$ cat config.mk
export PLATFORM = sky130hd
export DESIGN_NAME = bas_addr
export DESIGN_NICKNAME = d
export VERILOG_FILES = /design/src/rtl/bas_pkg.sv /design/src/rtl/bas_rem_pipe.sv /design/src/rtl/bas_addr.sv
export SDC_FILE = /design/constraint.sdc
export NUM_CORES = 1
export LEC_CHECK = 0
export BUFFER_PORTS_ARGS = -buffer_cell sky130_fd_sc_hd__buf_2
export CAP_MARGIN = 10
export CORE_MARGIN = 10
export CORE_UTILIZATION = 52
export CTS_CLUSTER_SIZE = 10
export DETAILED_ROUTE_END_ITERATION = 8
export MAX_ROUTING_LAYER = met4
export PLACE_DENSITY = 0.76
export SYNTH_ARGS = -nofsm -noshare
export SYNTH_HDL_FRONTEND = slang
export SYNTH_SLANG_ARGS = --single-unit
$ cat constraint.sdc
create_clock -name clk -period 2.6 [get_ports clk]
set_clock_uncertainty 0.05 [all_clocks]
set_input_delay 0.13 -clock clk [delete_from_list [all_inputs] [get_ports clk]]
set_output_delay 0.13 -clock clk [all_outputs]
set_load 0.02 [all_outputs]
$ cat src/rtl/bas_pkg.sv
// ----------------------------------------------------------------------------
// bas_pkg: shared definitions of the bilinear alpha sampler
// Widths, fixed-point constants, register indexes and the pipeline item types.
// ----------------------------------------------------------------------------
package bas_pkg;

	localparam int FRAC_BITS = 16;
	localparam int COORD_W = 24;
	localparam int DIM_W = 11;
	localparam int ALPHA_W = 16;
	localparam int INDEX_W = 16;
	localparam int TEXEL_CAPACITY_DEF = 65536;

	// Remainder steps resolved per pipeline stage.
	localparam int REM_STEPS = 4;

	// Scaled coordinate, integer texel coordinate and the width of the wrap dividend.
	localparam int XF_W = COORD_W + DIM_W + 2;
	localparam int IC_W = XF_W - FRAC_BITS;
	localparam int WRAP_W = IC_W + DIM_W;
	localparam int ADDR_FULL_W = 2 * DIM_W;

	// Blend arithmetic.
	localparam int WT_W = FRAC_BITS + 1;
	localparam int PROD_W = ALPHA_W + WT_W;
	localparam int ACC_W = PROD_W + WT_W;
	localparam int BLEND_LAT = 4;

	localparam logic signed [XF_W-1:0] FIX_ONE = XF_W'(64'd1 << FRAC_BITS);
	localparam logic signed [XF_W-1:0] FIX_HALF = XF_W'(64'd1 << (FRAC_BITS - 1));
	localparam logic [WT_W-1:0] WT_ONE = WT_W'(64'd1 << FRAC_BITS);

	localparam int CFG_INDEX_W = 1;
	localparam logic [CFG_INDEX_W-1:0] REG_IMAGE_WIDTH = 1'b0;
	localparam logic [CFG_INDEX_W-1:0] REG_IMAGE_HEIGHT = 1'b1;

	localparam logic REQ_WRITE = 1'b0;
	localparam logic REQ_SAMPLE = 1'b1;

	typedef struct packed {
		logic is_sample;
		logic [INDEX_W-1:0] texel_index;
		logic [ALPHA_W-1:0] texel_alpha;
		logic [FRAC_BITS-1:0] frac_x;
		logic [FRAC_BITS-1:0] frac_y;
	} bas_item_t;

	typedef struct packed {
		logic is_sample;
		logic [FRAC_BITS-1:0] frac_x;
		logic [FRAC_BITS-1:0] frac_y;
	} bas_tap_t;

	typedef struct packed {
		logic [ALPHA_W-1:0] a00;
		logic [ALPHA_W-1:0] a10;
		logic [ALPHA_W-1:0] a01;
		logic [ALPHA_W-1:0] a11;
	} bas_quad_t;

endpackage

$ cat src/rtl/bas_rem_pipe.sv
// ----------------------------------------------------------------------------
// bas_rem_pipe: pipelined restoring remainder
// Reduces several unsigned dividends by their own divisors, a few quotient
// bits per stage, and carries a side payload along with each transaction.
// ----------------------------------------------------------------------------
module bas_rem_pipe #(
	parameter int LANES = 1,
	parameter int DW = 32,
	parameter int DVW = 11,
	parameter int SW = 1,
	localparam int NS = (DW + bas_pkg::REM_STEPS - 1) / bas_pkg::REM_STEPS,
	localparam int PW = NS * bas_pkg::REM_STEPS,
	localparam int RW = DVW + 1
) (
	input  logic                       clk,
	input  logic                       arst_n,
	input  logic [LANES-1:0][DVW-1:0]  divisor,
	input  logic                       in_valid,
	input  logic [LANES-1:0][DW-1:0]   dividend,
	input  logic [SW-1:0]              in_side,
	output logic                       out_valid,
	output logic [LANES-1:0][DVW-1:0]  remainder,
	output logic [SW-1:0]              out_side
);
	import bas_pkg::*;

	function automatic logic [RW-1:0] rem_step(input logic [RW-1:0] r, input logic b,
			input logic [DVW-1:0] d);
		logic [RW-1:0] t;
		t = {r[DVW-1:0], b};
		if (t >= {1'b0, d}) begin
			t = t - {1'b0, d};
		end
		return t;
	endfunction

	logic                      valid_s [1:NS];
	logic [LANES-1:0][RW-1:0]  rem_s   [1:NS];
	logic [LANES-1:0][PW-1:0]  num_s   [1:NS];
	logic [SW-1:0]             side_s  [1:NS];

	logic [LANES-1:0][RW-1:0]  rem_in  [0:NS-1];
	logic [LANES-1:0][PW-1:0]  num_in  [0:NS-1];
	logic [LANES-1:0][RW-1:0]  rem_nx  [0:NS-1];
	logic [LANES-1:0][PW-1:0]  num_nx  [0:NS-1];

	always_comb begin
		for (int l = 0; l < LANES; l++) begin
			rem_in[0][l] = '0;
			num_in[0][l] = PW'(dividend[l]);
		end
		for (int k = 1; k < NS; k++) begin
			rem_in[k] = rem_s[k];
			num_in[k] = num_s[k];
		end
	end

	// The dividend is shifted in MSB first; the partial remainder stays below the divisor.
	always_comb begin
		for (int k = 0; k < NS; k++) begin
			for (int l = 0; l < LANES; l++) begin
				rem_nx[k][l] = rem_in[k][l];
				num_nx[k][l] = num_in[k][l];
				for (int j = 0; j < REM_STEPS; j++) begin
					rem_nx[k][l] = rem_step(rem_nx[k][l], num_nx[k][l][PW-1], divisor[l]);
					num_nx[k][l] = num_nx[k][l] << 1;
				end
			end
		end
	end

	always_ff @(posedge clk or negedge arst_n) begin
		if (!arst_n) begin
			for (int k = 1; k <= NS; k++) begin
				valid_s[k] <= 1'b0;
			end
		end else begin
			valid_s[1] <= in_valid;
			for (int k = 2; k <= NS; k++) begin
				valid_s[k] <= valid_s[k-1];
			end
		end
	end

	always_ff @(posedge clk) begin
		side_s[1] <= in_side;
		for (int k = 2; k <= NS; k++) begin
			side_s[k] <= side_s[k-1];
		end
		for (int k = 0; k < NS; k++) begin
			rem_s[k+1] <= rem_nx[k];
			num_s[k+1] <= num_nx[k];
		end
	end

	always_comb begin
		for (int l = 0; l < LANES; l++) begin
			remainder[l] = rem_s[NS][l][DVW-1:0];
		end
	end

	assign out_valid = valid_s[NS];
	assign out_side = side_s[NS];

endmodule

$ cat src/rtl/bas_addr.sv
// ----------------------------------------------------------------------------
// bas_addr: neighbor address generation
// Forms the second column and row of the footprint, the four linear texel
// addresses, and folds them into the store's capacity.
// ----------------------------------------------------------------------------
module bas_addr #(
	parameter int TEXEL_CAPACITY = bas_pkg::TEXEL_CAPACITY_DEF,
	localparam int ADDR_W = $clog2(TEXEL_CAPACITY)
) (
	input  logic                          clk,
	input  logic                          arst_n,
	input  logic [bas_pkg::DIM_W-1:0]     dim_w,
	input  logic [bas_pkg::DIM_W-1:0]     dim_h,
	input  logic                          in_valid,
	input  bas_pkg::bas_item_t            in_item,
	input  logic [bas_pkg::DIM_W-1:0]     in_x0,
	input  logic [bas_pkg::DIM_W-1:0]     in_y0,
	output logic                          out_valid,
	output bas_pkg::bas_item_t            out_item,
	output logic [3:0][ADDR_W-1:0]        out_addr
);
	import bas_pkg::*;

	logic [DIM_W:0]           x_inc;
	logic [DIM_W:0]           y_inc;
	logic [DIM_W-1:0]         x1_c;
	logic [DIM_W-1:0]         y1_c;

	logic                     valid_s1;
	bas_item_t                item_s1;
	logic [DIM_W-1:0]         x0_s1;
	logic [DIM_W-1:0]         x1_s1;
	logic [ADDR_FULL_W-1:0]   row0_s1;
	logic [ADDR_FULL_W-1:0]   row1_s1;

	logic                             valid_s2;
	bas_item_t                        item_s2;
	logic [3:0][ADDR_FULL_W-1:0]      full_s2;

	// The neighbor past the last column or row wraps back to zero.
	always_comb begin
		x_inc = (DIM_W+1)'(in_x0) + (DIM_W+1)'(1);
		y_inc = (DIM_W+1)'(in_y0) + (DIM_W+1)'(1);
		x1_c = (x_inc == {1'b0, dim_w}) ? '0 : x_inc[DIM_W-1:0];
		y1_c = (y_inc == {1'b0, dim_h}) ? '0 : y_inc[DIM_W-1:0];
	end

	always_ff @(posedge clk or negedge arst_n) begin
		if (!arst_n) begin
			valid_s1 <= 1'b0;
			valid_s2 <= 1'b0;
		end else begin
			valid_s1 <= in_valid;
			valid_s2 <= valid_s1;
		end
	end

	always_ff @(posedge clk) begin
		item_s1 <= in_item;
		x0_s1 <= in_x0;
		x1_s1 <= x1_c;
		row0_s1 <= ADDR_FULL_W'(in_y0) * ADDR_FULL_W'(dim_w);
		row1_s1 <= ADDR_FULL_W'(y1_c) * ADDR_FULL_W'(dim_w);
		item_s2 <= item_s1;
		full_s2[0] <= row0_s1 + ADDR_FULL_W'(x0_s1);
		full_s2[1] <= row0_s1 + ADDR_FULL_W'(x1_s1);
		full_s2[2] <= row1_s1 + ADDR_FULL_W'(x0_s1);
		full_s2[3] <= row1_s1 + ADDR_FULL_W'(x1_s1);
	end

	if ((TEXEL_CAPACITY & (TEXEL_CAPACITY - 1)) == 0) begin : g_mask
		logic                     valid_s3;
		bas_item_t                item_s3;
		logic [3:0][ADDR_W-1:0]   addr_s3;

		always_ff @(posedge clk or negedge arst_n) begin
			if (!arst_n) begin
				valid_s3 <= 1'b0;
			end else begin
				valid_s3 <= valid_s2;
			end
		end

		always_ff @(posedge clk) begin
			item_s3 <= item_s2;
			for (int i = 0; i < 4; i++) begin
				addr_s3[i] <= full_s2[i][ADDR_W-1:0];
			end
		end

		assign out_valid = valid_s3;
		assign out_item = item_s3;
		assign out_addr = addr_s3;
	end else begin : g_fold
		logic [$bits(bas_item_t)-1:0] side_out;

		bas_rem_pipe #(
			.LANES(4),
			.DW(ADDR_FULL_W),
			.DVW(ADDR_W),
			.SW($bits(bas_item_t))
		) u_fold (
			.clk(clk),
			.arst_n(arst_n),
			.divisor({4{ADDR_W'(TEXEL_CAPACITY)}}),
			.in_valid(valid_s2),
			.dividend(full_s2),
			.in_side(item_s2),
			.out_valid(out_valid),
			.remainder(out_addr),
			.out_side(side_out)
		);

		assign out_item = bas_item_t'(side_out);
	end

endmodule

==> flow_metrics.env <==
export IMPL_status="finished, violations left"
export IMPL_violations="negative setup slack"
export IMPL_max_slew_margin_rel_pct=70.16
export IMPL_critPathCaptureType="flop"
export IMPL_peakVddDrop_mv=0.7645
export IMPL_grt_pass1_wl_um=78830
export IMPL_synth_cells=1598
export IMPL_hold_path_class="in -> reg"
export IMPL_r2r_setup_slack_ns=-0.06
export IMPL_setup_ws_ns=-2.621
export IMPL_clock_sinks=380
export IMPL_mostFrequentLayoutCell="dfxtp_1"
export IMPL_power_density_mw_per_mm2=1171
export IMPL_syn_to_final_growth_pct=38.09
export IMPL_cts_tree="built"
export IMPL_insertion_delay_ns=0.54
export IMPL_track_usage_pct=24.80
export IMPL_synth_async_reset_ratio_pct=0.7895
export IMPL_place_congestion=0.8989
export IMPL_port_buffers=241
export IMPL_slew_violations=0
export IMPL_cp_startpoint="in_y0[0]"
export IMPL_syn_area_per_cell_um2=10.77
export IMPL_first_global_vias=14102
export IMPL_nets=2507
export IMPL_crit_type="in -> reg"
export IMPL_die_area_mm2=0.04077
export IMPL_synth_edf_count=0
export IMPL_ff2ff_path_depth=13
export IMPL_wire_per_inst_um=20.27
export IMPL_ioPinCount=242
export IMPL_h_tree_depth=2
export IMPL_power_leakage_nw=11.17
export IMPL_max_slew_worst_pin_slew_ns=0.4445
export IMPL_r2r_start="row0_s1[0]"
export IMPL_place_area_mm2=0.02034
export IMPL_yosysTopAreaCell="dfxtp_1"
export IMPL_rr_endpoint="full_s2[10]"
export IMPL_drive_gt1_share_pct=31.92
export IMPL_ys_types=65
export IMPL_required_ns=2.97
export IMPL_min_to="row1_s1[0]"
export IMPL_ys_seq_area_share_pct=44.30
export IMPL_period_needed_ns=5.221
export IMPL_drc=0
export IMPL_netlist_area_mm2=0.01721
export IMPL_hold_path_depth=4
export IMPL_hpwlAfterDp_um=33650
export IMPL_hold_violations=0
export IMPL_die_w_um=201.9
export IMPL_drtPass1Iterations=5
export IMPL_vias=13298
export IMPL_ant_nets=0
export IMPL_antenna_found_initial=2
export IMPL_core_mm2=0.03262
export IMPL_cp_data_arrival_time_ns=5.59
export IMPL_synth_seq_cells=380
export IMPL_routed_wl_um=52440
export IMPL_setup_violations=27
export IMPL_first_iter_violations=868
export IMPL_fillers=2071
export IMPL_synth_top_cell_area_share_pct=43.86
export IMPL_rsz0062_at_grt="yes"
export IMPL_fin_crit_sh_pct=200.8
export IMPL_maxCapViolCount=0
export IMPL_cts_clk_slew_worst_paths_ns=0.05
export IMPL_clockBufferDepth=3
export IMPL_grt_max_degree=23
export IMPL_synth_area_leaders="dfxtp_1 (44%), fa_1 (16%), ha_1 (8.7%), inv_1 (4.5%), xnor2_1 (4.0%)"
export IMPL_fin_area_mm2=0.02376
export IMPL_worstSetupStartpointType="input pin"
export IMPL_die_h_um=201.9
export IMPL_cp_max_fo=6
export IMPL_vias_per_cell=5.140
export IMPL_power_mw=27.83
export IMPL_root_buffer="clkbuf_16"
export IMPL_syn_nets=1968
export IMPL_max_freq_ghz=0.1915
export IMPL_numCtsBuffers=44
export IMPL_initial_core_util_pct=52.75
export IMPL_row_count=66
export IMPL_synthFlopType="dfxtp_1"
export IMPL_holdCritStartpoint="in_y0[0]"
export IMPL_overflow=0
export IMPL_final_cell_mix="dfxtp_1 (370), buf_2 (227), inv_1 (192)"
export IMPL_yosys_warnings=0
-- sequential cells by signal, indices dropped and copies added (netlist names) --
name,flops
out_item,65
out_addr,64
x1_s1,11
row0_s1,16
out_valid,1
valid_s1,1
row1_s1,16
full_s2,64
item_s2,65
item_s1,65
valid_s2,1
x0_s1,11
-- timing repair --
action / in CTS / in global routing
hold buffers: 79 / 0
setup buffers: 40 / 25
resized for setup: 134 / 112
pin swaps: 47 / 42
hold endpoints to repair: 90 / 0
endpoints found under the setup margin: 36 / 60
gates cloned: 2 / 0
-- Yosys cell counts (3+ instances only) --
cell type	instances
o2111ai_1	3
a2111oi_0	3
inv_1	205
a21boi_0	7
o21ai_0	29
a21o_1	13
and2_1	70
o31ai_1	3
buf_4	3
clkbuf_1	34
nor3_1	19
xor2_1	44
nand4_1	8
a21oi_1	35
nand3_1	37
nor2_1	101
xnor3_1	4
dfrtp_1	3
and3_1	14
o211ai_1	3
nand2b_1	13
nor3b_1	10
or2_2	4
xnor2_1	78
nor2b_1	25
a311oi_1	3
dfxtp_1	377
ha_1	120
nor4_1	5
a211oi_1	4
a211o_1	3
buf_2	9
mux2i_1	5
o21a_1	12
a31oi_1	5
nand2_1	113
fa_1	138
-- worst max path at each step --
| stage | depth (start not counted) | to | slack, ns |
|---|---|---|---|
| after floorplan | 28 | row1_s1[15] | -3.17 |
| after global placement | 26 | row1_s1[15] | -3.37 |
| after detailed placement | 27 | row1_s1[15] | -3.43 |
| after CTS | 25 | row1_s1[15] | -2.64 |
| after global routing | 25 | row1_s1[15] | -2.91 |
| final | 25 | row1_s1[15] | -2.62 |
-- metal layers --
metal | global-route usage [%] | share of wire, % | vias to the layer above
li1 | - | - | 6136
met1 | 28.92 | 40 | 6536
met2 | 43.08 | 51 | 523
met3 | 3.854 | 5.6 | 103
met4 | 7.919 | 2.8 | 0
met5 | - | 0 | -
-- where the power goes --
group,internal (mW),switching (mW)
clock,3.12,2.30
sequential,7.34,0.645
combinational,7.10,7.32
-- metrics by stage --
stage | TNS [ns] | util [%] | worst slack [ns] | cells | hold WS [ns]
finish | -35.80 | 72.84 | -2.621 | 2587 | 0.04128
global route | -42.13 | 72.84 | -2.914 | 2587 | 0.03878
CTS | -35.53 | 71.09 | -2.640 | 2562 | 0.03090
detailed placement | -54.97 | 62.36 | -3.433 | 2389 | -0.1240
global placement | -53.37 | 62.36 | -3.367 | 2389 | -0.1262
floorplan | -44.45 | - | -3.173 | 1598 | -0.2156
-- cells by family (layout without fill, tap and decap cells) --
kind of cell	after synthesis	count (layout)	share of synthesized area, %
mux	5	5	0.2909
other cells	0	2	0
compound gates	141	141	5.461
simple gates	431	431	12.49
flops	380	380	44.30
xor+xnor	127	127	6.872
fa+ha+maj	258	258	24.78
buf+inv	256	801	5.803
-- worst max-delay path, cell delays in order --
cell and delay, ns:
buf_8 0.10, ha_4 0.24, xor2_2 0.15, a311oi_2 0.18
o221a_2 0.20, nand4_1 0.10, or4b_4 0.58, buf_12 0.18
and3_4 0.15, fa_1 0.47, ha_2 0.19, fa_1 0.48
inv_1 0.05, fa_1 0.46, fa_1 0.53, inv_2 0.04
ha_4 0.20, o21a_1 0.18, o31a_1 0.11, o21ai_1 0.12
nand2_1 0.08, a21o_1 0.19, a221oi_2 0.24, a21oi_1 0.11
xnor2_1 0.12
-- cell type report --
| cell class | instances | area (um^2) | share of cell area (%) |
|---|---|---|---|
| Clock inverter | 3 | 48.80 | 0.2054 |
| Timing Repair Buffer | 543 | 4076 | 17.16 |
| Sequential cell | 380 | 7634 | 32.13 |
| Tap cell | 442 | 553.0 | 2.328 |
| Inverter | 206 | 773.2 | 3.254 |
| Multi-Input combinational cell | 962 | 9519 | 40.06 |
| Antenna cell | 2 | 5.005 | 0.02106 |
| Clock buffer | 49 | 1151 | 4.845 |
Note: power is estimated with default switching activity, not from simulation.
