$ cat src/rtl/bas_pkg.sv
// ----------------------------------------------------------------------------
// bas_pkg: shared definitions of the bilinear alpha sampler
// Widths, fixed-point constants, register indexes and the pipeline item types.
// ----------------------------------------------------------------------------
package bas_pkg;

	localparam int FRAC_BITS = 16;
	localparam int COORD_W = 24;
	localparam int DIM_W = 11;
	localparam int ALPHA_W = 16;
	localparam int INDEX_W = 16;
	localparam int TEXEL_CAPACITY_DEF = 65536;

	// Remainder steps resolved per pipeline stage.
	localparam int REM_STEPS = 4;

	// Scaled coordinate, integer texel coordinate and the width of the wrap dividend.
	localparam int XF_W = COORD_W + DIM_W + 2;
	localparam int IC_W = XF_W - FRAC_BITS;
	localparam int WRAP_W = IC_W + DIM_W;
	localparam int ADDR_FULL_W = 2 * DIM_W;

	// Blend arithmetic.
	localparam int WT_W = FRAC_BITS + 1;
	localparam int PROD_W = ALPHA_W + WT_W;
	localparam int ACC_W = PROD_W + WT_W;
	localparam int BLEND_LAT = 4;

	localparam logic signed [XF_W-1:0] FIX_ONE = XF_W'(64'd1 << FRAC_BITS);
	localparam logic signed [XF_W-1:0] FIX_HALF = XF_W'(64'd1 << (FRAC_BITS - 1));
	localparam logic [WT_W-1:0] WT_ONE = WT_W'(64'd1 << FRAC_BITS);

	localparam int CFG_INDEX_W = 1;
	localparam logic [CFG_INDEX_W-1:0] REG_IMAGE_WIDTH = 1'b0;
	localparam logic [CFG_INDEX_W-1:0] REG_IMAGE_HEIGHT = 1'b1;

	localparam logic REQ_WRITE = 1'b0;
	localparam logic REQ_SAMPLE = 1'b1;

	typedef struct packed {
		logic is_sample;
		logic [INDEX_W-1:0] texel_index;
		logic [ALPHA_W-1:0] texel_alpha;
		logic [FRAC_BITS-1:0] frac_x;
		logic [FRAC_BITS-1:0] frac_y;
	} bas_item_t;

	typedef struct packed {
		logic is_sample;
		logic [FRAC_BITS-1:0] frac_x;
		logic [FRAC_BITS-1:0] frac_y;
	} bas_tap_t;

	typedef struct packed {
		logic [ALPHA_W-1:0] a00;
		logic [ALPHA_W-1:0] a10;
		logic [ALPHA_W-1:0] a01;
		logic [ALPHA_W-1:0] a11;
	} bas_quad_t;

endpackage

$ cat src/rtl/bas_rem_pipe.sv
// ----------------------------------------------------------------------------
// bas_rem_pipe: pipelined restoring remainder
// Reduces several unsigned dividends by their own divisors, a few quotient
// bits per stage, and carries a side payload along with each transaction.
// ----------------------------------------------------------------------------
module bas_rem_pipe #(
	parameter int LANES = 1,
	parameter int DW = 32,
	parameter int DVW = 11,
	parameter int SW = 1,
	localparam int NS = (DW + bas_pkg::REM_STEPS - 1) / bas_pkg::REM_STEPS,
	localparam int PW = NS * bas_pkg::REM_STEPS,
	localparam int RW = DVW + 1
) (
	input  logic                       clk,
	input  logic                       arst_n,
	input  logic [LANES-1:0][DVW-1:0]  divisor,
	input  logic                       in_valid,
	input  logic [LANES-1:0][DW-1:0]   dividend,
	input  logic [SW-1:0]              in_side,
	output logic                       out_valid,
	output logic [LANES-1:0][DVW-1:0]  remainder,
	output logic [SW-1:0]              out_side
);
	import bas_pkg::*;

	function automatic logic [RW-1:0] rem_step(input logic [RW-1:0] r, input logic b,
			input logic [DVW-1:0] d);
		logic [RW-1:0] t;
		t = {r[DVW-1:0], b};
		if (t >= {1'b0, d}) begin
			t = t - {1'b0, d};
		end
		return t;
	endfunction

	logic                      valid_s [1:NS];
	logic [LANES-1:0][RW-1:0]  rem_s   [1:NS];
	logic [LANES-1:0][PW-1:0]  num_s   [1:NS];
	logic [SW-1:0]             side_s  [1:NS];

	logic [LANES-1:0][RW-1:0]  rem_in  [0:NS-1];
	logic [LANES-1:0][PW-1:0]  num_in  [0:NS-1];
	logic [LANES-1:0][RW-1:0]  rem_nx  [0:NS-1];
	logic [LANES-1:0][PW-1:0]  num_nx  [0:NS-1];

	always_comb begin
		for (int l = 0; l < LANES; l++) begin
			rem_in[0][l] = '0;
			num_in[0][l] = PW'(dividend[l]);
		end
		for (int k = 1; k < NS; k++) begin
			rem_in[k] = rem_s[k];
			num_in[k] = num_s[k];
		end
	end

	// The dividend is shifted in MSB first; the partial remainder stays below the divisor.
	always_comb begin
		for (int k = 0; k < NS; k++) begin
			for (int l = 0; l < LANES; l++) begin
				rem_nx[k][l] = rem_in[k][l];
				num_nx[k][l] = num_in[k][l];
				for (int j = 0; j < REM_STEPS; j++) begin
					rem_nx[k][l] = rem_step(rem_nx[k][l], num_nx[k][l][PW-1], divisor[l]);
					num_nx[k][l] = num_nx[k][l] << 1;
				end
			end
		end
	end

	always_ff @(posedge clk or negedge arst_n) begin
		if (!arst_n) begin
			for (int k = 1; k <= NS; k++) begin
				valid_s[k] <= 1'b0;
			end
		end else begin
			valid_s[1] <= in_valid;
			for (int k = 2; k <= NS; k++) begin
				valid_s[k] <= valid_s[k-1];
			end
		end
	end

	always_ff @(posedge clk) begin
		side_s[1] <= in_side;
		for (int k = 2; k <= NS; k++) begin
			side_s[k] <= side_s[k-1];
		end
		for (int k = 0; k < NS; k++) begin
			rem_s[k+1] <= rem_nx[k];
			num_s[k+1] <= num_nx[k];
		end
	end

	always_comb begin
		for (int l = 0; l < LANES; l++) begin
			remainder[l] = rem_s[NS][l][DVW-1:0];
		end
	end

	assign out_valid = valid_s[NS];
	assign out_side = side_s[NS];

endmodule

$ cat config.mk
export PLATFORM = sky130hd
export DESIGN_NAME = bas_rem_pipe
export DESIGN_NICKNAME = d
export VERILOG_FILES = /design/src/rtl/bas_pkg.sv /design/src/rtl/bas_rem_pipe.sv
export SDC_FILE = /design/constraint.sdc
export NUM_CORES = 1
export LEC_CHECK = 0
export ABC_AREA = 1
export BUFFER_PORTS_ARGS = -buffer_cell sky130_fd_sc_hd__buf_2
export CAP_MARGIN = 20
export CORE_MARGIN = 4
export CORE_UTILIZATION = 59
export CTS_CLUSTER_DIAMETER = 100
export DETAILED_ROUTE_END_ITERATION = 10
export MAX_ROUTING_LAYER = met4
export PLACE_DENSITY = 0.83
export SLEW_MARGIN = 20
export SYNTH_ARGS = -nofsm -noshare
export SYNTH_HDL_FRONTEND = slang
export SYNTH_SLANG_ARGS = --single-unit
$ cat constraint.sdc
create_clock -name clk -period 6.9 [get_ports clk]
set_input_delay 1.38 -clock clk [delete_from_list [all_inputs] [get_ports clk]]
set_output_delay 1.38 -clock clk [all_outputs]
set_load 0.01 [all_outputs]
==> results of run 1 <==
[cell families after synthesis]
group                      count (synthesis)
adders and majority gates                374
DFF                                      216
and+or+nand+nor                         1805
AOI/OAI and AO/OA                        590
xor gates and xnor gates                 244
buffers and inverters                    505
[metrics by stage]
stage	hold WS, ps	cells	setup slack [ps]	util (%)	setup TNS [ps]
after global placement	310	5398	-1380	83.2	-86110
after detailed placement	312	5398	-1920	83.2	-131860
after floorplan	310	3734	-1210	-	-94820
[cell usage after synthesis, types with 25 or more instances]
library cell               count
sky130_fd_sc_hd__nand4_1      56
sky130_fd_sc_hd__dfxtp_1     208
sky130_fd_sc_hd__nand2_2      34
sky130_fd_sc_hd__o21ai_0     132
sky130_fd_sc_hd__inv_1       429
sky130_fd_sc_hd__xor2_1      147
sky130_fd_sc_hd__inv_2        25
sky130_fd_sc_hd__o21ai_1      56
sky130_fd_sc_hd__xnor2_1      97
sky130_fd_sc_hd__nand2_1    1189
sky130_fd_sc_hd__a21oi_1     254
sky130_fd_sc_hd__o21ai_2      32
sky130_fd_sc_hd__o21bai_1     29
sky130_fd_sc_hd__ha_1        343
sky130_fd_sc_hd__nor2_1      250
sky130_fd_sc_hd__nand3_1     158
sky130_fd_sc_hd__fa_1         31
sky130_fd_sc_hd__nor3_1       29
==> impl_metrics.env, run 1 <==
export IMPL_failed_stage="clock tree synthesis"
export IMPL_synthSimpleGateAreaFrac_pct=31.4
export IMPL_cts_inserted_buffers=28
export IMPL_die_width_um=212
export IMPL_synth_seq_cells=216
export IMPL_synth_compound_gate_area_share_pct=13.8
export IMPL_ys_flop_type="sky130_fd_sc_hd__dfxtp_1"
export IMPL_finalWeightedCongestion=1.08
export IMPL_yosys_warnings=0
export IMPL_syn_area_sq_mm=0.0247
export IMPL_cts_htree_levels=1
export IMPL_postSynthNetCount=4155
export IMPL_number_of_instances_in_the_synthesized_netlist=3734
export IMPL_synthMuxAreaShare_pct=0
export IMPL_hold_buffers=0
export IMPL_port_buffers=59
export IMPL_post_synth_top_area_cell="sky130_fd_sc_hd__nand2_1"
export IMPL_row_count=74
export IMPL_dpl_hpwl_um=81500
export IMPL_cell_at_the_root_of_the_clock_tree="sky130_fd_sc_hd__clkbuf_16"
export IMPL_io_pin_count=60
export IMPL_cts_buffer_depth=3
export IMPL_start_util_pct=60.0
export IMPL_synth_enable_flop_cells=0
export IMPL_cts_resized=961
export IMPL_yosys_area_share_xor_xnor_pct=8.67
export IMPL_error="[ERROR DPL-0038] Utilization greater than 100%, impossible to legalize"
export IMPL_async_set_or_reset_flop_fraction_in_the_synthesized_netlist_pct=3.70
export IMPL_yosys_area_top_type_share_pct=18.1
export IMPL_place_area_sq_mm=0.0342
export IMPL_largest_family_of_logic_cells_by_synthesized_area="simple AND/OR/NAND/NOR gates"
export IMPL_postSynthAreaPerCell_sq_um=6.60
export IMPL_yosysSeqAreaShare_pct=17.7
export IMPL_die_height_um=212
export IMPL_synthAdderAreaFrac_pct=19.9
export IMPL_outcome="aborted with a tool error"
export IMPL_synth_area_leaders="sky130_fd_sc_hd__nand2_1 18%, sky130_fd_sc_hd__ha_1 17%, sky130_fd_sc_hd__dfxtp_1 17%"
export IMPL_netlist_cell_type_count=62
export IMPL_cts_sink_count=216
export IMPL_cts_post_setup_buffers_inserted=236
==> inputs of run 2 (changes only) <==
Settings changed: CORE_UTILIZATION 59 to 40, CTS_CLUSTER_DIAMETER 100 to default, MAX_ROUTING_LAYER met4 to default, PLACE_DENSITY 0.83 to default, PLACE_DENSITY_LB_ADDON from default to 0.15.
Clock period 6.9 ns to 8.95 ns, I/O delays scaled along.
==> run 2 against run 1 <==
  * The flow now finishes without violations
  * Synthesized area did not move
  * Synthesized cell count did not move
==> impl_metrics.env, run 2 <==
export IMPL_yosys_warnings=0
export IMPL_antenna_nets_post_route=0
export IMPL_ys_flop_type="sky130_fd_sc_hd__dfxtp_1"
export IMPL_port_buffers=59
export IMPL_start_util_pct=40.6
export IMPL_timing_worst_setup_path_type="primary input to flop"
export IMPL_synth_enable_flop_cells=0
export IMPL_setup_viol=0
export IMPL_layout_cells_most_common_list="1188 x sky130_fd_sc_hd__nand2_1, 419 x sky130_fd_sc_hd__inv_1, 342 x sky130_fd_sc_hd__ha_1"
export IMPL_die_height_um=256
export IMPL_postSynthAreaPerCell_sq_um=6.60
export IMPL_post_route_drc_count=0
export IMPL_yosys_area_top_type_share_pct=18.1
export IMPL_number_of_instances_in_the_synthesized_netlist=3734
export IMPL_critical_path_buf_inv_count=8
export IMPL_cts_sink_count=216
export IMPL_antenna_violations_before_repair=1
export IMPL_worstRegToRegCells=46
export IMPL_largest_register_ff_count=112
export IMPL_tightest_pin_transition_ps=515
export IMPL_cell_at_the_root_of_the_clock_tree="sky130_fd_sc_hd__clkbuf_16"
export IMPL_row_count=90
export IMPL_route_detailed_vias_per_inst=4.98
export IMPL_crit_family="compound AO/OA/AOI/OAI gates"
export IMPL_cp_max_fo=13
export IMPL_rsz_0062_raised_after_global_routing="true"
export IMPL_synth_seq_cells=216
export IMPL_fp_coreArea_sq_mm=0.0607
export IMPL_clock_tree_from_tritoncts="built"
export IMPL_period_needed_ps=8360
export IMPL_clk_skew_ps=24.1
export IMPL_grt_pass1_vias=22600
export IMPL_synthToLayoutAreaGrowth_pct=15.8
export IMPL_num_vias=24000
export IMPL_hold_buffers=0
export IMPL_setup_worst_path_start="divisor[1]"
export IMPL_grt_max_degree=20
export IMPL_cts_htree_levels=1
export IMPL_syn_area_sq_mm=0.0247
export IMPL_slew_viol_final=0
export IMPL_register_area_sq_mm=0.00436
export IMPL_commonest_non_fill_non_tap_cell_in_the_layout="sky130_fd_sc_hd__nand2_1"
export IMPL_hp_class="flop to flop"
export IMPL_synthMostInstantiatedCell="sky130_fd_sc_hd__nand2_1"
export IMPL_period_share_pct=93.4
export IMPL_rrSetupSlack_ps=1740
export IMPL_critPathCaptureType="flop"
export IMPL_hold_viol=0
export IMPL_critPathMostFrequentCell="sky130_fd_sc_hd__nand2_1"
export IMPL_dieArea_sq_mm=0.0657
export IMPL_grtUsageTotal_pct=20.7
export IMPL_postSynthNetCount=4155
export IMPL_routed_wl_um=70700
export IMPL_io_pin_count=60
export IMPL_area_of_the_multi_input_gates_sq_mm=0.0184
export IMPL_reg2reg_from="num_s[0][55]"
export IMPL_cts_inserted_buffers=28
export IMPL_grt_first_pass_wirelength_um=114000
export IMPL_crit_path_top_delay_cell="sky130_fd_sc_hd__a221oi_2"
export IMPL_fmax_mhz=120
export IMPL_async_set_or_reset_flop_fraction_in_the_synthesized_netlist_pct=3.70
export IMPL_fin_cells=4813
export IMPL_outcome="complete, no violations"
export IMPL_finalWeightedCongestion=0.937
export IMPL_registers_top_by_ff_count="num_s"
export IMPL_r2r_end="rem_s[0][32]"
export IMPL_grt_overflow=0
export IMPL_yosysSeqAreaShare_pct=17.7
export IMPL_netlist_cell_type_count=62
export IMPL_post_synth_top_area_cell="sky130_fd_sc_hd__nand2_1"
export IMPL_design_final_nets=4430
export IMPL_post_place_cells=4734
export IMPL_clk_insertion_delay_late_ps=590
export IMPL_layout_drive_gt1_share_pct=13.3
export IMPL_reg_largest_list="num_s (112), rem_s (88), side_s (8)"
export IMPL_fillCellCount=6244
export IMPL_cts_reportedPaths_clkPinSlew_ps=70
export IMPL_worstSetupStartpointType="primary input"
export IMPL_cts_buffer_depth=3
export IMPL_dpl_hpwl_um=57200
export IMPL_max_slew_margin_rel_pct=65.3
export IMPL_die_width_um=256
export IMPL_critical_path_max_stage_delay_ps=370
export IMPL_max_cap_violations=0
export IMPL_avgRoutedWirePerCell_um=14.7
export IMPL_crit_cells=43
export IMPL_crit_end="rem_s[0][101]"
export IMPL_initialDrtViolationCount=1449
export IMPL_crit_required_ps=9470
export IMPL_synth_area_leaders="sky130_fd_sc_hd__nand2_1 18%, sky130_fd_sc_hd__ha_1 17%, sky130_fd_sc_hd__dfxtp_1 17%"
export IMPL_detailedRoute_firstPassIterationCount=6
export IMPL_cp_data_arrival_time_ps=8890
export IMPL_yosys_top_cells_count="1189 x sky130_fd_sc_hd__nand2_1, 429 x sky130_fd_sc_hd__inv_1, 343 x sky130_fd_sc_hd__ha_1"
==> run 2: through the flow <==
stage          hold WS, ps  util (%)  instance area (sq um)  setup TNS, ps  setup WS [ps]
6_report               316      47.0                  28600              0            586
5_1_grt                318      47.0                  28600           -184          -35.6
4_1_cts                316      46.5                  28200              0            152
3_5_place_dp           312      44.9                  27300         -15120           -422
3_3_place_gp           310      44.9                  27300          -9210           -393
2_1_floorplan          310         -                  24700              0            235
==> run 2: worst min-delay path by stage <==
stage | startpoint | end | cells past startpoint
global route | num_s[0][41] | num_s[0][73] | 0
finish | num_s[0][41] | num_s[0][73] | 0
detailed placement | num_s[0][68] | num_s[0][100] | 0
CTS | num_s[0][41] | num_s[0][73] | 0
global placement | num_s[0][38] | num_s[0][70] | 0
floorplan | num_s[0][68] | num_s[0][100] | 0
==> run 2: cell type report <==
cell class                      instances  area share (%)
Tap cell                              782            3.43
Clock inverter                         19           0.723
Inverter                              460            6.12
Sequential cell                       216            15.3
Antenna cell                            1         0.00876
Timing Repair Buffer                  285            7.63
Clock buffer                           32            2.51
Multi-Input combinational cell       3017            64.3
Timing Repair inverter                  1          0.0175
==> run 2: cell families after synthesis <==
kind of cell,after synthesis,share of synthesized area [%]
adder cells (fa/ha/maj),374,19.9
XOR/XNOR,244,8.67
flip-flops,216,17.7
buffers and inverters,505,8.49
AND/OR/NAND/NOR,1805,31.4
AO/OA/AOI/OAI,590,13.8
==> run 2: per-layer routing <==
metal	global-route usage [%]	vias up	wire [um]
li1	-	12700	-
met1	28.1	10700	33600
met2	35.8	422	32700
met3	1.64	95	2550
met4	5.15	0	1830
met5	0	-	0
==> run 2: worst register-to-register path: cells and delay by family (launching register included) <==
kind / cells / cell delay, ps
AND/OR/NAND/NOR: 22 / 2610
adder cells (fa/ha/maj): 5 / 1670
AO/OA/AOI/OAI: 9 / 1540
buffers and inverters: 10 / 1000
flip-flops: 1 / 360
==> run 2: repair_timing <==
action                     4_1_cts  5_1_grt
setup endpoints to repair        0       76
gates resized for setup          0       45
setup buffers                    0       22
Power of run 2 is left out: the tool's default activity adds up to more than one toggle a clock period on the data nets, which glitch-free logic cannot reach.
==> inputs of run 3 (changes only) <==
Settings changed: CORE_UTILIZATION 40 to 50, GPL_TIMING_DRIVEN from default to 0.
==> run 3 against run 2 <==
  * Hold slack worse by 1.3 ps
  * Fmax is 1.6% lower
  * Die area is 19% lower
  * Register-to-register slack worse by 80 ps
  * Setup slack worse by 140 ps
  * Sequential share of layout area is 0.43 points higher
  * Largest cell class unchanged
  * Clock skew is 20 ps higher
  * Non-clock buffer count is 137 lower
  * Cell count is 5.4% lower
  * Final area is 2.7% lower
==> impl_metrics.env, run 3 (synthesis gave the netlist of run 2 again) <==
export IMPL_outcome="complete, no violations"
export IMPL_fillCellCount=4954
export IMPL_worstSetupStartpointType="primary input"
export IMPL_io_pin_count=60
export IMPL_slew_viol_final=0
export IMPL_initialDrtViolationCount=1594
export IMPL_critPathMostFrequentCell="sky130_fd_sc_hd__nand2_1"
export IMPL_reg_largest_list="num_s (112), rem_s (88), side_s (8)"
export IMPL_synthToLayoutAreaGrowth_pct=12.6
export IMPL_detailedRoute_firstPassIterationCount=5
export IMPL_cts_buffer_depth=3
export IMPL_grt_max_degree=34
export IMPL_commonest_non_fill_non_tap_cell_in_the_layout="sky130_fd_sc_hd__nand2_1"
export IMPL_register_area_sq_mm=0.00436
export IMPL_dieArea_sq_mm=0.0529
export IMPL_dpl_hpwl_um=48400
export IMPL_die_width_um=230
export IMPL_layout_drive_gt1_share_pct=11.5
export IMPL_fin_cells=4552
export IMPL_registers_top_by_ff_count="num_s"
export IMPL_cell_at_the_root_of_the_clock_tree="sky130_fd_sc_hd__clkbuf_16"
export IMPL_route_detailed_vias_per_inst=5.19
export IMPL_clk_insertion_delay_late_ps=600
export IMPL_critPathCaptureType="flop"
export IMPL_setup_viol=0
export IMPL_max_slew_margin_rel_pct=66.0
export IMPL_grt_overflow=0
export IMPL_num_vias=23600
export IMPL_clk_skew_ps=43.9
export IMPL_cts_htree_levels=1
export IMPL_critical_path_max_stage_delay_ps=390
export IMPL_grt_first_pass_wirelength_um=105000
export IMPL_cts_inserted_buffers=27
export IMPL_hp_class="flop to flop"
export IMPL_start_util_pct=50.5
export IMPL_antenna_violations_before_repair=0
export IMPL_cp_data_arrival_time_ps=9000
export IMPL_crit_path_top_delay_cell="sky130_fd_sc_hd__a221oi_2"
export IMPL_grt_pass1_vias=21500
export IMPL_port_buffers=59
export IMPL_hold_buffers=0
export IMPL_fmax_mhz=118
export IMPL_cts_reportedPaths_clkPinSlew_ps=60
export IMPL_fin_setup_tns_ps=0
export IMPL_period_needed_ps=8500
export IMPL_post_route_drc_count=0
export IMPL_max_cap_violations=0
export IMPL_fin_hold_ws_ps=315
export IMPL_n_antenna_cell=0
export IMPL_clock_tree_from_tritoncts="built"
export IMPL_finalWeightedCongestion=0.901
export IMPL_timing_worst_setup_path_type="primary input to flop"
export IMPL_grtUsageTotal_pct=23.5
export IMPL_die_height_um=230
export IMPL_hold_viol=0
export IMPL_row_count=81
export IMPL_tightest_pin_transition_ps=505
export IMPL_crit_required_ps=9450
export IMPL_layout_cells_most_common_list="1185 x sky130_fd_sc_hd__nand2_1, 420 x sky130_fd_sc_hd__inv_1, 329 x sky130_fd_sc_hd__ha_1"
export IMPL_avgRoutedWirePerCell_um=14.4
export IMPL_design_final_nets=4290
export IMPL_cts_sink_count=216
export IMPL_period_share_pct=95.0
export IMPL_post_place_cells=4464
export IMPL_routed_wl_um=65600
export IMPL_antenna_nets_post_route=0
export IMPL_largest_register_ff_count=112
export IMPL_area_of_the_multi_input_gates_sq_mm=0.0185
export IMPL_fp_coreArea_sq_mm=0.0488
export IMPL_cp_max_fo=19
run 3: per-stage QoR:
stage          area (sq um)  utilization (%)  setup WS, ps
2_1_floorplan         24700                -           235
3_3_place_gp          25800             52.8         -3130
3_5_place_dp          25900             53.1         -1810
4_1_cts               27100             55.4          3.39
5_1_grt               27800             56.9         -55.3
6_report              27800             56.9           446
run 3: path summary, 6_finish.rpt:
kind,start,depth (start not counted),endpoint,slack [ps]
worst max register to register,num_s[0][55],49,rem_s[0][33],1660
min in group asynchronous,arst_n,1,valid_s[6],1040
max in group asynchronous,arst_n,1,valid_s[4],7750
worst max-delay path,divisor[4],46,rem_s[0][62],450
worst min-delay path,num_s[0][107],0,num_s[0][139],310
worst min register to register,num_s[0][107],0,num_s[0][139],310
run 3: final cells by class:
cell class,instances,share of cell area (%)
Multi-Input combinational cell,3015,66.7
Sequential cell,216,15.7
Inverter,460,6.55
Timing Repair Buffer,103,3.00
Tap cell,664,2.99
Clock buffer,30,2.55
Buffer,45,1.40
Clock inverter,18,1.02
Timing Repair inverter,1,0.0315
run 3: worst max-delay path, delay by kind of cell:
family / cells / cell delay [ps]
AND/OR/NAND/NOR: 19 / 2050
adder cells (fa/ha/maj): 4 / 1360
buffers and inverters: 9 / 1200
AO/OA/AOI/OAI: 14 / 2540
run 3: repair_timing:
| item | 4_1_cts | 5_1_grt |
|---|---|---|
| pin swaps | 1 | 34 |
| cloned | 0 | 5 |
| setup endpoints to repair | 77 | 77 |
| setup buffers | 2 | 33 |
| resized for setup | 34 | 135 |
run 3: layer usage:
metal  global-route usage, %  vias up  part of all wire (%)
li1                        -    12500                     -
met1                    32.0    10600                    47
met2                    40.4      464                    46
met3                    2.21       93                   4.3
met4                    5.41        0                   2.1
met5                       0        -                     0
Power of run 3 is left out for the same reason.
